$ cat config.mk
export PLATFORM = sky130hd
export DESIGN_NAME = tftp_read_receiver_flat
export DESIGN_NICKNAME = d
export VERILOG_FILES = /design/src/rtl/core/trr_pkg.sv /design/src/rtl/core/trr_ifs.sv /design/src/rtl/core/tftp_read_receiver.sv /design/src/rtl/core/trr_cfg_regs.sv /design/src/rtl/core/trr_in_reg.sv /design/src/rtl/core/trr_engine.sv /design/src/rtl/core/trr_out_reg.sv /design/src/flat_wrapper.sv
export SDC_FILE = /design/constraint.sdc
export NUM_CORES = 1
export LEC_CHECK = 0
export ABC_AREA = 1
export ABC_CLOCK_PERIOD_IN_PS = 3700
export BUFFER_PORTS_ARGS = -buffer_cell sky130_fd_sc_hd__clkbuf_2
export CORE_MARGIN = 10
export CORE_UTILIZATION = 35
export CTS_BUF_LIST = sky130_fd_sc_hd__clkbuf_4
export CTS_CLUSTER_DIAMETER = 120
export DETAILED_ROUTE_END_ITERATION = 12
export HOLD_SLACK_MARGIN = 0.05
export SLEW_MARGIN = 20
export SYNTH_ARGS = -nofsm -noshare
export SYNTH_HDL_FRONTEND = slang
export SYNTH_SLANG_ARGS = --single-unit
export TNS_END_PERCENT = 20
$ cat constraint.sdc
create_clock -name clk -period 3.7 [get_ports clk]
set_input_delay 0.74 -clock clk [delete_from_list [all_inputs] [get_ports clk]]
set_output_delay 0.74 -clock clk [all_outputs]
set_load 0.01 [all_outputs]
$ cat src/rtl/core/trr_pkg.sv
// Package for the TFTP read receiver: codes, payload structs and shared constants.
// No dependencies; every other file of the block but trr_ifs imports it.
package trr_pkg;

    localparam int unsigned TRR_DEFAULT_BLOCK_SIZE = 512;
    localparam int unsigned CFG_DATA_W = 16;
    localparam int unsigned CFG_INDEX_W = 2;

    typedef enum logic [CFG_INDEX_W-1:0] {
        CFG_BLKSIZE_REQUEST = 2'd0,
        CFG_TIMEOUT_REQUEST = 2'd1,
        CFG_TSIZE_REQUEST   = 2'd2,
        CFG_DALLY_ENABLE    = 2'd3
    } cfg_index_t;

    typedef enum logic [1:0] {
        FUNC_START = 2'd0,
        FUNC_DATA  = 2'd1,
        FUNC_ACK   = 2'd2,
        FUNC_OACK  = 2'd3
    } func_t;

    typedef enum logic [1:0] {
        SEND_NONE = 2'd0,
        SEND_ACK  = 2'd1,
        SEND_ERR  = 2'd2,
        SEND_RRQ  = 2'd3
    } send_kind_t;

    typedef enum logic [1:0] {
        ERR_ILLEGAL_OP     = 2'd0,
        ERR_OPTION_REFUSED = 2'd1,
        ERR_DISK_FULL      = 2'd2
    } error_code_t;

    typedef enum logic [3:0] {
        FR_NONE            = 4'd0,
        FR_WRONG_BLOCK     = 4'd1,
        FR_TOO_MUCH_DATA   = 4'd2,
        FR_NO_OPTIONS      = 4'd3,
        FR_ACK_UNEXPECTED  = 4'd4,
        FR_OACK_AFTER_DATA = 4'd5,
        FR_EMPTY_OACK      = 4'd6,
        FR_BLKSIZE_UNEXP   = 4'd7,
        FR_OPTION_INVALID  = 4'd8,
        FR_BLKSIZE_ABOVE   = 4'd9,
        FR_TIMEOUT_UNEXP   = 4'd10,
        FR_TIMEOUT_DIFFERS = 4'd11,
        FR_TSIZE_UNEXP     = 4'd12,
        FR_TSIZE_REFUSED   = 4'd13,
        FR_APP_REFUSED     = 4'd14,
        FR_UNKNOWN_OPTIONS = 4'd15
    } fault_reason_t;

    typedef enum logic [1:0] {
        WAIT_RECEIVE  = 2'd0,
        WAIT_DALLY    = 2'd1,
        WAIT_FINISHED = 2'd2
    } next_wait_t;

    typedef enum logic [1:0] {
        ST_IN_PROGRESS = 2'd0,
        ST_SUCCESS     = 2'd1,
        ST_XFER_ERROR  = 2'd2,
        ST_OPTION_ERROR = 2'd3
    } status_t;

    // Bit positions inside option_flags.
    localparam int unsigned OPT_LIST_EMPTY = 0;
    localparam int unsigned OPT_BLK_PRES   = 1;
    localparam int unsigned OPT_BLK_OK     = 2;
    localparam int unsigned OPT_TMO_PRES   = 3;
    localparam int unsigned OPT_TMO_OK     = 4;
    localparam int unsigned OPT_TSZ_PRES   = 5;
    localparam int unsigned OPT_TSZ_OK     = 6;
    localparam int unsigned OPT_UNKNOWN    = 7;

    typedef struct packed {
        func_t       func;
        logic [15:0] block_number;
        logic [15:0] data_size;
        logic [15:0] blksize_value;
        logic [7:0]  timeout_value;
        logic [7:0]  option_flags;
        logic        size_accepted;
        logic        app_accepts;
    } pkt_t;

    typedef struct packed {
        send_kind_t    send_kind;
        logic [15:0]   ack_block;
        error_code_t   error_code;
        fault_reason_t fault_reason;
        logic          deliver_data;
        next_wait_t    next_wait;
        status_t       status;
    } res_t;

    typedef struct packed {
        logic [15:0] blksize_request;
        logic [7:0]  timeout_request;
        logic        tsize_request;
        logic        dally_enable;
    } cfg_t;

    // Handshake between the input register and the engine.
    typedef struct packed {
        logic valid;
        logic advance;
    } stage_ctl_t;

endpackage

$ cat src/rtl/core/trr_ifs.sv
// Channel interfaces of the TFTP read receiver: packet events in, results out.
// Field widths follow trr_pkg; no other dependencies.
interface trr_pkt_if;
    logic        valid;
    logic        ready;
    logic [1:0]  func;
    logic [15:0] block_number;
    logic [15:0] data_size;
    logic [15:0] blksize_value;
    logic [7:0]  timeout_value;
    logic [7:0]  option_flags;
    logic        size_accepted;
    logic        app_accepts;

    modport source (
        output valid, func, block_number, data_size, blksize_value,
               timeout_value, option_flags, size_accepted, app_accepts,
        input  ready
    );
    modport sink (
        input  valid, func, block_number, data_size, blksize_value,
               timeout_value, option_flags, size_accepted, app_accepts,
        output ready
    );
endinterface

interface trr_res_if;
    logic        valid;
    logic        ready;
    logic [1:0]  send_kind;
    logic [15:0] ack_block;
    logic [1:0]  error_code;
    logic [3:0]  fault_reason;
    logic        deliver_data;
    logic [1:0]  next_wait;
    logic [1:0]  status;

    modport source (
        output valid, send_kind, ack_block, error_code, fault_reason,
               deliver_data, next_wait, status,
        input  ready
    );
    modport sink (
        input  valid, send_kind, ack_block, error_code, fault_reason,
               deliver_data, next_wait, status,
        output ready
    );
endinterface

$ cat src/rtl/core/tftp_read_receiver.sv
// TFTP read receiver top level: configuration registers, input register, engine, result register.
// Depends on trr_pkg, trr_ifs and the trr_* modules.
//
// Usage: decoded packet events (start, DATA, ACK, OACK) arrive on the pkt channel, one per
// transfer when valid and ready are both high. Each event yields exactly one result on the
// res channel: what to send (nothing, ACK, ERROR or read request), the ACK block, the error
// code and fault reason, whether to deliver the DATA payload, what to wait for next, and the
// transfer status.
// An event is captured in the input register, decided by the engine there and loaded into
// the result register when that register can take it, where it is visible at once.
// Throughput is one event per cycle while res.ready stays high; the engine's state update is
// the only loop, so back-to-back events always see the state left by their predecessor.
// If the sink stalls, the result register holds its result, the input register fills behind
// it, and pkt.ready drops until res.ready returns.
// The option requests and dally enable are written through cfg_we, cfg_index and cfg_data
// while no event is in flight; the user must keep to this, the block does not enforce it.
// Reset clears both channels and sets the phase to idle, the last block to zero and the
// receive size to DEFAULT_BLOCK_SIZE; the block accepts events in the first cycle after reset.
module tftp_read_receiver
    import trr_pkg::*;
#(
    parameter int unsigned DEFAULT_BLOCK_SIZE = TRR_DEFAULT_BLOCK_SIZE
)
(
    input  logic                   clk,
    input  logic                   rst_n,
    trr_pkt_if.sink                pkt,
    trr_res_if.source              res,
    input  logic                   cfg_we,
    input  logic [CFG_INDEX_W-1:0] cfg_index,
    input  logic [CFG_DATA_W-1:0]  cfg_data
);

    cfg_t       cfg;
    stage_ctl_t ctl;
    pkt_t       item;
    res_t       result;
    logic       advance;
    logic       fire;

    trr_cfg_regs u_cfg_regs (
        .clk       (clk),
        .rst_n     (rst_n),
        .cfg_we    (cfg_we),
        .cfg_index (cfg_index),
        .cfg_data  (cfg_data),
        .cfg       (cfg)
    );

    trr_in_reg u_in_reg (
        .clk     (clk),
        .rst_n   (rst_n),
        .pkt     (pkt),
        .advance (advance),
        .ctl     (ctl),
        .item    (item)
    );

    trr_engine #(
        .DEFAULT_BLOCK_SIZE (DEFAULT_BLOCK_SIZE)
    ) u_engine (
        .clk   (clk),
        .rst_n (rst_n),
        .cfg   (cfg),
        .ctl   (ctl),
        .item  (item),
        .fire  (fire),
        .res   (result)
    );

    trr_out_reg u_out_reg (
        .clk     (clk),
        .rst_n   (rst_n),
        .fire    (fire),
        .res_in  (result),
        .advance (advance),
        .res     (res)
    );

endmodule

$ cat src/rtl/core/trr_cfg_regs.sv
// Configuration registers of the TFTP read receiver, written through a plain write port.
// Depends on trr_pkg.
module trr_cfg_regs
    import trr_pkg::*;
(
    input  logic                  clk,
    input  logic                  rst_n,
    input  logic                  cfg_we,
    input  logic [CFG_INDEX_W-1:0] cfg_index,
    input  logic [CFG_DATA_W-1:0] cfg_data,
    output cfg_t                  cfg
);

    cfg_t cfg_reg;
    cfg_t cfg_next;

    always_comb
    begin
        cfg_next = cfg_reg;
        if (cfg_we)
        begin
            unique case (cfg_index_t'(cfg_index))
                CFG_BLKSIZE_REQUEST: cfg_next.blksize_request = cfg_data[15:0];
                CFG_TIMEOUT_REQUEST: cfg_next.timeout_request = cfg_data[7:0];
                CFG_TSIZE_REQUEST:   cfg_next.tsize_request   = cfg_data[0];
                CFG_DALLY_ENABLE:    cfg_next.dally_enable    = cfg_data[0];
                default:             cfg_next = cfg_reg;
            endcase
        end
    end

    always_ff @(posedge clk or negedge rst_n)
    begin
        if (!rst_n)
        begin
            cfg_reg <= '0;
        end
        else
        begin
            cfg_reg <= cfg_next;
        end
    end

    assign cfg = cfg_reg;

endmodule

$ cat src/rtl/core/trr_in_reg.sv
// Input register of the TFTP read receiver: captures one packet event per transfer.
// Depends on trr_pkg and trr_pkt_if.
module trr_in_reg
    import trr_pkg::*;
(
    input  logic       clk,
    input  logic       rst_n,
    trr_pkt_if.sink    pkt,
    input  logic       advance,
    output stage_ctl_t ctl,
    output pkt_t       item
);

    logic valid_reg;
    logic valid_next;
    pkt_t item_reg;
    logic load;

    // The slot can take a new event when empty or when its item moves on this cycle.
    assign pkt.ready = !valid_reg || advance;
    assign load      = pkt.valid && pkt.ready;

    always_comb
    begin
        valid_next = valid_reg;
        if (load)
        begin
            valid_next = 1'b1;
        end
        else if (advance)
        begin
            valid_next = 1'b0;
        end
    end

    always_ff @(posedge clk or negedge rst_n)
    begin
        if (!rst_n)
        begin
            valid_reg <= 1'b0;
        end
        else
        begin
            valid_reg <= valid_next;
        end
    end

    always_ff @(posedge clk)
    begin
        if (load)
        begin
            item_reg.func          <= func_t'(pkt.func);
            item_reg.block_number  <= pkt.block_number;
            item_reg.data_size     <= pkt.data_size;
            item_reg.blksize_value <= pkt.blksize_value;
            item_reg.timeout_value <= pkt.timeout_value;
            item_reg.option_flags  <= pkt.option_flags;
            item_reg.size_accepted <= pkt.size_accepted;
            item_reg.app_accepts   <= pkt.app_accepts;
        end
    end

    assign ctl.valid   = valid_reg;
    assign ctl.advance = advance;
    assign item        = item_reg;

endmodule

$ cat src/rtl/core/trr_engine.sv
// Protocol engine of the TFTP read receiver: transfer state and the per-packet decision.
// Depends on trr_pkg.
module trr_engine
    import trr_pkg::*;
#(
    parameter int unsigned DEFAULT_BLOCK_SIZE = TRR_DEFAULT_BLOCK_SIZE
)
(
    input  logic       clk,
    input  logic       rst_n,
    input  cfg_t       cfg,
    input  stage_ctl_t ctl,
    input  pkt_t       item,
    output logic       fire,
    output res_t       res
);

    typedef enum logic [1:0] {
        PH_IDLE  = 2'd0,
        PH_RECV  = 2'd1,
        PH_DALLY = 2'd2,
        PH_DONE  = 2'd3
    } phase_t;

    logic [15:0] last_block_reg;
    logic [15:0] last_block_next;
    logic [15:0] receive_size_reg;
    logic [15:0] receive_size_next;
    logic        oack_seen_reg;
    logic        oack_seen_next;
    phase_t      phase_reg;
    phase_t      phase_next;

    logic [15:0]   next_block;
    logic [15:0]   ack_value;
    logic          ack_go;
    logic          ack_deliver;
    fault_reason_t fault;
    logic          b_pres, b_ok, t_pres, t_ok, s_pres, s_ok;

    assign fire = ctl.valid && ctl.advance;

    assign next_block = last_block_reg + 16'd1;
    assign b_pres = item.option_flags[OPT_BLK_PRES];
    assign b_ok   = item.option_flags[OPT_BLK_OK];
    assign t_pres = item.option_flags[OPT_TMO_PRES];
    assign t_ok   = item.option_flags[OPT_TMO_OK];
    assign s_pres = item.option_flags[OPT_TSZ_PRES];
    assign s_ok   = item.option_flags[OPT_TSZ_OK];

    always_comb
    begin
        last_block_next   = last_block_reg;
        receive_size_next = receive_size_reg;
        oack_seen_next    = oack_seen_reg;
        phase_next        = phase_reg;
        res               = '0;
        fault             = FR_NONE;
        ack_go            = 1'b0;
        ack_value         = last_block_reg;
        ack_deliver       = 1'b0;

        if (item.func == FUNC_START)
        begin
            last_block_next   = '0;
            receive_size_next = 16'(DEFAULT_BLOCK_SIZE);
            oack_seen_next    = 1'b0;
            phase_next        = PH_RECV;
            res.send_kind     = SEND_RRQ;
        end
        else if (phase_reg != PH_RECV && phase_reg != PH_DALLY)
        begin
            res.next_wait = WAIT_FINISHED;
        end
        else
        begin
            unique case (item.func)
                FUNC_DATA:
                begin
                    // A repeat of the last block is acknowledged again, not delivered.
                    priority if (item.block_number == last_block_reg)
                    begin
                        ack_go = 1'b1;
                    end
                    else if (item.block_number != next_block)
                    begin
                        fault = FR_WRONG_BLOCK;
                    end
                    else if (item.data_size > receive_size_reg)
                    begin
                        fault = FR_TOO_MUCH_DATA;
                    end
                    else if (item.block_number == 16'd1 && !oack_seen_reg
                             && !item.app_accepts)
                    begin
                        fault = FR_NO_OPTIONS;
                    end
                    else
                    begin
                        last_block_next = item.block_number;
                        ack_value       = item.block_number;
                        ack_deliver     = 1'b1;
                        ack_go          = 1'b1;
                    end
                end
                FUNC_ACK:
                begin
                    fault = FR_ACK_UNEXPECTED;
                end
                FUNC_OACK:
                begin
                    priority if (last_block_reg != 16'd0)
                    begin
                        fault = FR_OACK_AFTER_DATA;
                    end
                    else if (item.option_flags[OPT_LIST_EMPTY])
                    begin
                        fault = FR_EMPTY_OACK;
                    end
                    else if (cfg.blksize_request == 16'd0 && b_pres && b_ok)
                    begin
                        fault = FR_BLKSIZE_UNEXP;
                    end
                    else if (b_pres && !b_ok)
                    begin
                        fault = FR_OPTION_INVALID;
                    end
                    else if (b_pres && item.blksize_value > cfg.blksize_request)
                    begin
                        fault = FR_BLKSIZE_ABOVE;
                    end
                    else
                    begin
                        // The block size sticks even when a later option check fails.
                        if (b_pres)
                        begin
                            receive_size_next = item.blksize_value;
                        end
                        priority if (cfg.timeout_request == 8'd0 && t_pres && t_ok)
                        begin
                            fault = FR_TIMEOUT_UNEXP;
                        end
                        else if (t_pres && !t_ok)
                        begin
                            fault = FR_OPTION_INVALID;
                        end
                        else if (t_pres && item.timeout_value != cfg.timeout_request)
                        begin
                            fault = FR_TIMEOUT_DIFFERS;
                        end
                        else if (!cfg.tsize_request && s_pres && s_ok)
                        begin
                            fault = FR_TSIZE_UNEXP;
                        end
                        else if (s_pres && !s_ok)
                        begin
                            fault = FR_OPTION_INVALID;
                        end
                        else if (s_pres && !item.size_accepted)
                        begin
                            fault = FR_TSIZE_REFUSED;
                        end
                        else if (!item.app_accepts)
                        begin
                            fault = FR_APP_REFUSED;
                        end
                        else if (item.option_flags[OPT_UNKNOWN])
                        begin
                            fault = FR_UNKNOWN_OPTIONS;
                        end
                        else
                        begin
                            oack_seen_next = 1'b1;
                            phase_next     = PH_RECV;
                            res.send_kind  = SEND_ACK;
                        end
                    end
                end
                default:
                begin
                    res = '0;
                end
            endcase

            if (fault != FR_NONE)
            begin
                phase_next       = PH_DONE;
                res.send_kind    = SEND_ERR;
                res.fault_reason = fault;
                res.next_wait    = WAIT_FINISHED;
                priority if (fault == FR_WRONG_BLOCK || fault == FR_TOO_MUCH_DATA
                             || fault == FR_ACK_UNEXPECTED
                             || fault == FR_OACK_AFTER_DATA || fault == FR_EMPTY_OACK)
                begin
                    res.error_code = ERR_ILLEGAL_OP;
                    res.status     = ST_XFER_ERROR;
                end
                else if (fault == FR_NO_OPTIONS)
                begin
                    res.error_code = ERR_OPTION_REFUSED;
                    res.status     = ST_XFER_ERROR;
                end
                else if (fault == FR_TSIZE_REFUSED)
                begin
                    res.error_code = ERR_DISK_FULL;
                    res.status     = ST_OPTION_ERROR;
                end
                else
                begin
                    res.error_code = ERR_OPTION_REFUSED;
                    res.status     = ST_OPTION_ERROR;
                end
            end

            // A short block ends the transfer, or waits for a retry when dallying.
            if (ack_go)
            begin
                res.send_kind    = SEND_ACK;
                res.ack_block    = ack_value;
                res.deliver_data = ack_deliver;
                if (item.data_size < receive_size_reg)
                begin
                    if (cfg.dally_enable)
                    begin
                        phase_next    = PH_DALLY;
                        res.next_wait = WAIT_DALLY;
                    end
                    else
                    begin
                        phase_next    = PH_DONE;
                        res.next_wait = WAIT_FINISHED;
                        res.status    = ST_SUCCESS;
                    end
                end
                else
                begin
                    phase_next = PH_RECV;
                end
            end
        end
    end

    always_ff @(posedge clk or negedge rst_n)
    begin
        if (!rst_n)
        begin
            last_block_reg   <= '0;
            receive_size_reg <= 16'(DEFAULT_BLOCK_SIZE);
            oack_seen_reg    <= 1'b0;
            phase_reg        <= PH_IDLE;
        end
        else if (fire)
        begin
            last_block_reg   <= last_block_next;
            receive_size_reg <= receive_size_next;
            oack_seen_reg    <= oack_seen_next;
            phase_reg        <= phase_next;
        end
    end

endmodule

$ cat src/rtl/core/trr_out_reg.sv
// Result register of the TFTP read receiver: holds one result until the sink takes it.
// Depends on trr_pkg and trr_res_if.
module trr_out_reg
    import trr_pkg::*;
(
    input  logic      clk,
    input  logic      rst_n,
    input  logic      fire,
    input  res_t      res_in,
    output logic      advance,
    trr_res_if.source res
);

    logic valid_reg;
    logic valid_next;
    res_t data_reg;

    // The engine may hand over a result whenever this register is empty or empties this cycle.
    assign advance = !valid_reg || res.ready;

    always_comb
    begin
        valid_next = valid_reg;
        if (fire)
        begin
            valid_next = 1'b1;
        end
        else if (res.ready)
        begin
            valid_next = 1'b0;
        end
    end

    always_ff @(posedge clk or negedge rst_n)
    begin
        if (!rst_n)
        begin
            valid_reg <= 1'b0;
        end
        else
        begin
            valid_reg <= valid_next;
        end
    end

    always_ff @(posedge clk)
    begin
        if (fire)
        begin
            data_reg <= res_in;
        end
    end

    assign res.valid        = valid_reg;
    assign res.send_kind    = data_reg.send_kind;
    assign res.ack_block    = data_reg.ack_block;
    assign res.error_code   = data_reg.error_code;
    assign res.fault_reason = data_reg.fault_reason;
    assign res.deliver_data = data_reg.deliver_data;
    assign res.next_wait    = data_reg.next_wait;
    assign res.status       = data_reg.status;

endmodule

$ cat src/flat_wrapper.sv
// flat-port wrapper written by rule: the top's interface ports become plain ports
module tftp_read_receiver_flat import trr_pkg::*;
#(
    parameter int unsigned DEFAULT_BLOCK_SIZE = TRR_DEFAULT_BLOCK_SIZE
)
  (clk, rst_n, cfg_we, cfg_index, cfg_data, pkt_valid, pkt_func, pkt_block_number, pkt_data_size, pkt_blksize_value, pkt_timeout_value, pkt_option_flags, pkt_size_accepted, pkt_app_accepts, pkt_ready, res_valid, res_send_kind, res_ack_block, res_error_code, res_fault_reason, res_deliver_data, res_next_wait, res_status, res_ready);
  trr_pkt_if pkt_i ();
  trr_res_if res_i ();
  input  logic clk;
  input  logic rst_n;
  input  logic cfg_we;
  input  logic [CFG_INDEX_W-1:0] cfg_index;
  input  logic [CFG_DATA_W-1:0] cfg_data;
  input wire logic [$bits(pkt_i.valid)-1:0] pkt_valid;
  input wire logic [$bits(pkt_i.func)-1:0] pkt_func;
  input wire logic [$bits(pkt_i.block_number)-1:0] pkt_block_number;
  input wire logic [$bits(pkt_i.data_size)-1:0] pkt_data_size;
  input wire logic [$bits(pkt_i.blksize_value)-1:0] pkt_blksize_value;
  input wire logic [$bits(pkt_i.timeout_value)-1:0] pkt_timeout_value;
  input wire logic [$bits(pkt_i.option_flags)-1:0] pkt_option_flags;
  input wire logic [$bits(pkt_i.size_accepted)-1:0] pkt_size_accepted;
  input wire logic [$bits(pkt_i.app_accepts)-1:0] pkt_app_accepts;
  output wire logic [$bits(pkt_i.ready)-1:0] pkt_ready;
  output wire logic [$bits(res_i.valid)-1:0] res_valid;
  output wire logic [$bits(res_i.send_kind)-1:0] res_send_kind;
  output wire logic [$bits(res_i.ack_block)-1:0] res_ack_block;
  output wire logic [$bits(res_i.error_code)-1:0] res_error_code;
  output wire logic [$bits(res_i.fault_reason)-1:0] res_fault_reason;
  output wire logic [$bits(res_i.deliver_data)-1:0] res_deliver_data;
  output wire logic [$bits(res_i.next_wait)-1:0] res_next_wait;
  output wire logic [$bits(res_i.status)-1:0] res_status;
  input wire logic [$bits(res_i.ready)-1:0] res_ready;
  assign pkt_i.valid = pkt_valid;
  assign pkt_i.func = pkt_func;
  assign pkt_i.block_number = pkt_block_number;
  assign pkt_i.data_size = pkt_data_size;
  assign pkt_i.blksize_value = pkt_blksize_value;
  assign pkt_i.timeout_value = pkt_timeout_value;
  assign pkt_i.option_flags = pkt_option_flags;
  assign pkt_i.size_accepted = pkt_size_accepted;
  assign pkt_i.app_accepts = pkt_app_accepts;
  assign pkt_ready = pkt_i.ready;
  assign res_valid = res_i.valid;
  assign res_send_kind = res_i.send_kind;
  assign res_ack_block = res_i.ack_block;
  assign res_error_code = res_i.error_code;
  assign res_fault_reason = res_i.fault_reason;
  assign res_deliver_data = res_i.deliver_data;
  assign res_next_wait = res_i.next_wait;
  assign res_status = res_i.status;
  assign res_i.ready = res_ready;
  tftp_read_receiver #(.DEFAULT_BLOCK_SIZE(DEFAULT_BLOCK_SIZE)) u_core (.clk(clk), .rst_n(rst_n), .pkt(pkt_i), .res(res_i), .cfg_we(cfg_we), .cfg_index(cfg_index), .cfg_data(cfg_data));
endmodule
==> key figures <==
Run status
  – Run status: finished, final reports clean

CTS
  – Clk slew on worst S/H paths: 0.14 ns
  – Worst skew pair latency: 0.59 ns
  – CTS Root Cell: clkbuf_4
  – CTS sink cnt: 160
  – CTS resizes: 0
  – Setup Buffers After CTS: 0
  – Total CTS buffers: 17
  – Hold_buf cts: 0
  – CTS HTree Levels: 4
  – Clk buf depth: 2
  – CTS tree: built

Setup path
  – Crit path max fanout: 5
  – CP required: 4.05 ns
  – WS Path Type: reg -> reg
  – Worst setup endpoint: u_core.u_out_reg.res.error_code[1]
  – Startpoint types: flop
  – Worst R2R End: u_core.u_out_reg.res.error_code[1]
  – Worst setup path start: u_core.u_in_reg.item[27]
  – Reg-to-Reg Start: u_core.u_in_reg.item[27]
  – Worst setup EP type: flop
  – Worst Path Arrival: roughly 3.2 ns
  – Worst r2r path cells: 15
  – R2R setup slack: 0.87 ns

Layout
  – Non-filler instance count after layout: 1333
  – Filler cells: approximately 2300
  – Layout cells sized above 1: about 20%
  – Max FFs per register: 68
  – Area Growth Syn to Fin: 15.6%
  – Layout Nets: between 1000 and 1500

STA
  – Min Tclk post-route: 2.83 ns
  – Setup TNS: 0 ns
  – Worst-margin pin slew: 0.792 ns
  – Fin. Hold Viols: 0
  – Setup violations, final: 0
  – Final worst slack: 0.868 ns
  – Max Slew Vio Count: 0
  – Slew HR: around 47%
  – Tcrit/Tclk final: between 70 and 80%
  – Worst clock skew: 0.0204 ns
  – RSZ-0062 raised after global routing: false
  – FMAX: 353 MHz

Floorplan
  – Starting Density: 35.7%
  – Die height: about 170 um
  – Core Footprint: around 23000 um^2
  – Die Wd: 172 um
  – Row cnt: 55
  – Die area: 29700 um^2
  – I/O pins: 122

Yosys
  – YS warnings: 0
  – Post-synth top area cell: edfxtp_1
  – Mapped Cells: 898
  – Number of synthesized flops with an enable pin: 97
  – Synth cell types: 34
  – #FFs+latches synth: 160
  – Syn Area/Cell: ~9 um^2
  – Share of the synthesized area in the top cell type: 35.9%
  – Synth top area cells: edfxtp_1 36%, dfrtp_1 19%, nand2_1 9.3%
  – Top FF cell, synth: edfxtp_1
  – Mapped cell area: 8110 um^2
  – Syn nets: 1026
  – Post-synth ARST share: 39.4%
  – Register area share after synthesis: 55.4%

Route
  – Router iterations before antenna repair: 5
  – Average wire per standard cell: between 15 and 20 um
  – DR vias: 6361
  – Drt via density: 4.77
  – Final wirelength: 20600 um
  – Post-DRT Antenna Nets: 0
  – DR iter-0 viols: 330
  – DRC: 0

Global route
  – Initial antenna violation count: 1
  – First-pass GRT wire length: 32800 um
  – Vias in the first global route: 6485
  – GRT Total Usage: between 10% and 20%
  – Total gr overflow: 0
  – Largest net degree at the start of global routing: 34

Place
  – DP Wirelength: 16000 um
  – Buffers on Ports: about 120
  – Placed insts: 1300
  – RD Place Congestion: 0.893
  – Setup WS pre-CTS: 0.935 ns

Run
  – Maximum Capacitance Violations: 0

Hold path
  – Worst Hold Class: in -> async

Power
  – Pwr Density: 551 nW/um^2
  – VDD IR max: 0.000209 V
  – Leak Pwr: 0.00428 uW
## where the power goes
group / switching [uW] / internal, uW
Sequential: 221 / 2240
Combinational: 1110 / 610
Clock: 692 / 296
Total: 2020 / 3150
## synth_stat cells (6+ instances only)
library cell	n
nand4_1	19
a21oi_1	32
edfxtp_1	97
dfrtp_1	62
ha_1	37
nand2_1	202
o22ai_1	6
inv_2	19
nor4_1	6
xnor2_1	16
o21ai_1	27
inv_1	124
nand3_1	53
nor2_1	97
o22ai_2	6
clkbuf_1	10
o21ai_0	44
nor3_1	7
## cell type report
type / instances / area (um^2) / share of cell area [%]
clock inverter: 14 / 128 / 1.36
timing repair buffer: 132 / 701 / 7.47
sequential: 160 / 4490 / 47.9
antenna: 1 / 2.50 / 0.0267
tap: 285 / 357 / 3.80
multi-input combinational: 577 / 3020 / 32.2
clock buffer: 18 / 135 / 1.44
inverter: 146 / 548 / 5.84
## critical path, stage by stage (launching register included)
cell	delay [ns]
edfxtp_1	0.48
ha_1	0.34
a21oi_1	0.13
o21ai_0	0.09
a21oi_1	0.17
nand2_1	0.12
a21oi_1	0.23
nand2_1	0.11
nand2_1	0.15
nor2_1	0.08
nor2_1	0.24
nand3_2	0.19
nand2_2	0.12
inv_2	0.03
nand2_1	0.07
nor2_1	0.04
## worst min-delay path by stage
stage / slack, ns / cells past startpoint / endpoint / from
finish: 0.22 / 1 / u_core.u_engine.last_block_reg[4] / rst_n
global route: 0.21 / 1 / u_core.u_cfg_regs.cfg[5] / rst_n
CTS: 0.18 / 1 / u_core.u_cfg_regs.cfg[4] / rst_n
detailed placement: 0.48 / 2 / u_core.u_cfg_regs.cfg[13] / u_core.u_cfg_regs.cfg[13]
global placement: 0.47 / 2 / u_core.u_cfg_regs.cfg[13] / u_core.u_cfg_regs.cfg[13]
floorplan: 0.44 / 0 / u_core.u_cfg_regs.cfg[0] / rst_n
## cells in the final DEF, fill, tap and decap left out, drive strengths merged
| cell | n |
|---|---|
| xor2 | 2 |
| nand3b | 3 |
| inv | 148 |
| a21o | 1 |
| nor2 | 104 |
| dfstp | 1 |
| nand4 | 20 |
| buf | 11 |
| nor4 | 6 |
| dfrtp | 62 |
| xnor2 | 16 |
| clkinv | 10 |
| a21oi | 32 |
| nand2 | 206 |
| edfxtp | 97 |
| nand3 | 55 |
| clkinvlp | 2 |
| o21ai | 71 |
| a31oi | 1 |
| o22a | 1 |
| clkbuf | 139 |
| and2 | 1 |
| diode | 1 |
| nor3 | 7 |
| o22ai | 12 |
| ha | 37 |
| o21a | 1 |
| o21bai | 1 |
## through the flow
step,hold slack (ns),util (%),power [uW],instance area [um^2]
final,0.216,41.3,5170,9380
after global routing,0.214,41.3,5600,9380
after CTS,0.183,41.3,5220,9370
after detailed placement,0.479,40.1,4220,9110
after global placement,0.468,40.1,4180,9110
after floorplan,0.444,-,3670,8110
## logic make-up (layout without fill, tap and decap cells)
group | count (synthesis) | in the layout | share of synthesized area [%]
simple gates | 402 | 402 | 21.3
buf+inv | 161 | 310 | 7.53
flops | 160 | 160 | 55.4
compound gates | 120 | 120 | 8.21
fa+ha+maj | 37 | 37 | 5.71
xor+xnor | 18 | 18 | 1.94
other cells | 0 | 1 | 0
## layer usage
layer | global-route usage [%] | wire (um)
met5 | 0 | 0
met4 | 4.69 | 325
met3 | 4.13 | 1340
met2 | 23.8 | 9890
met1 | 17.5 | 9040
No activity file was read; power rests on OpenSTA's default activity.
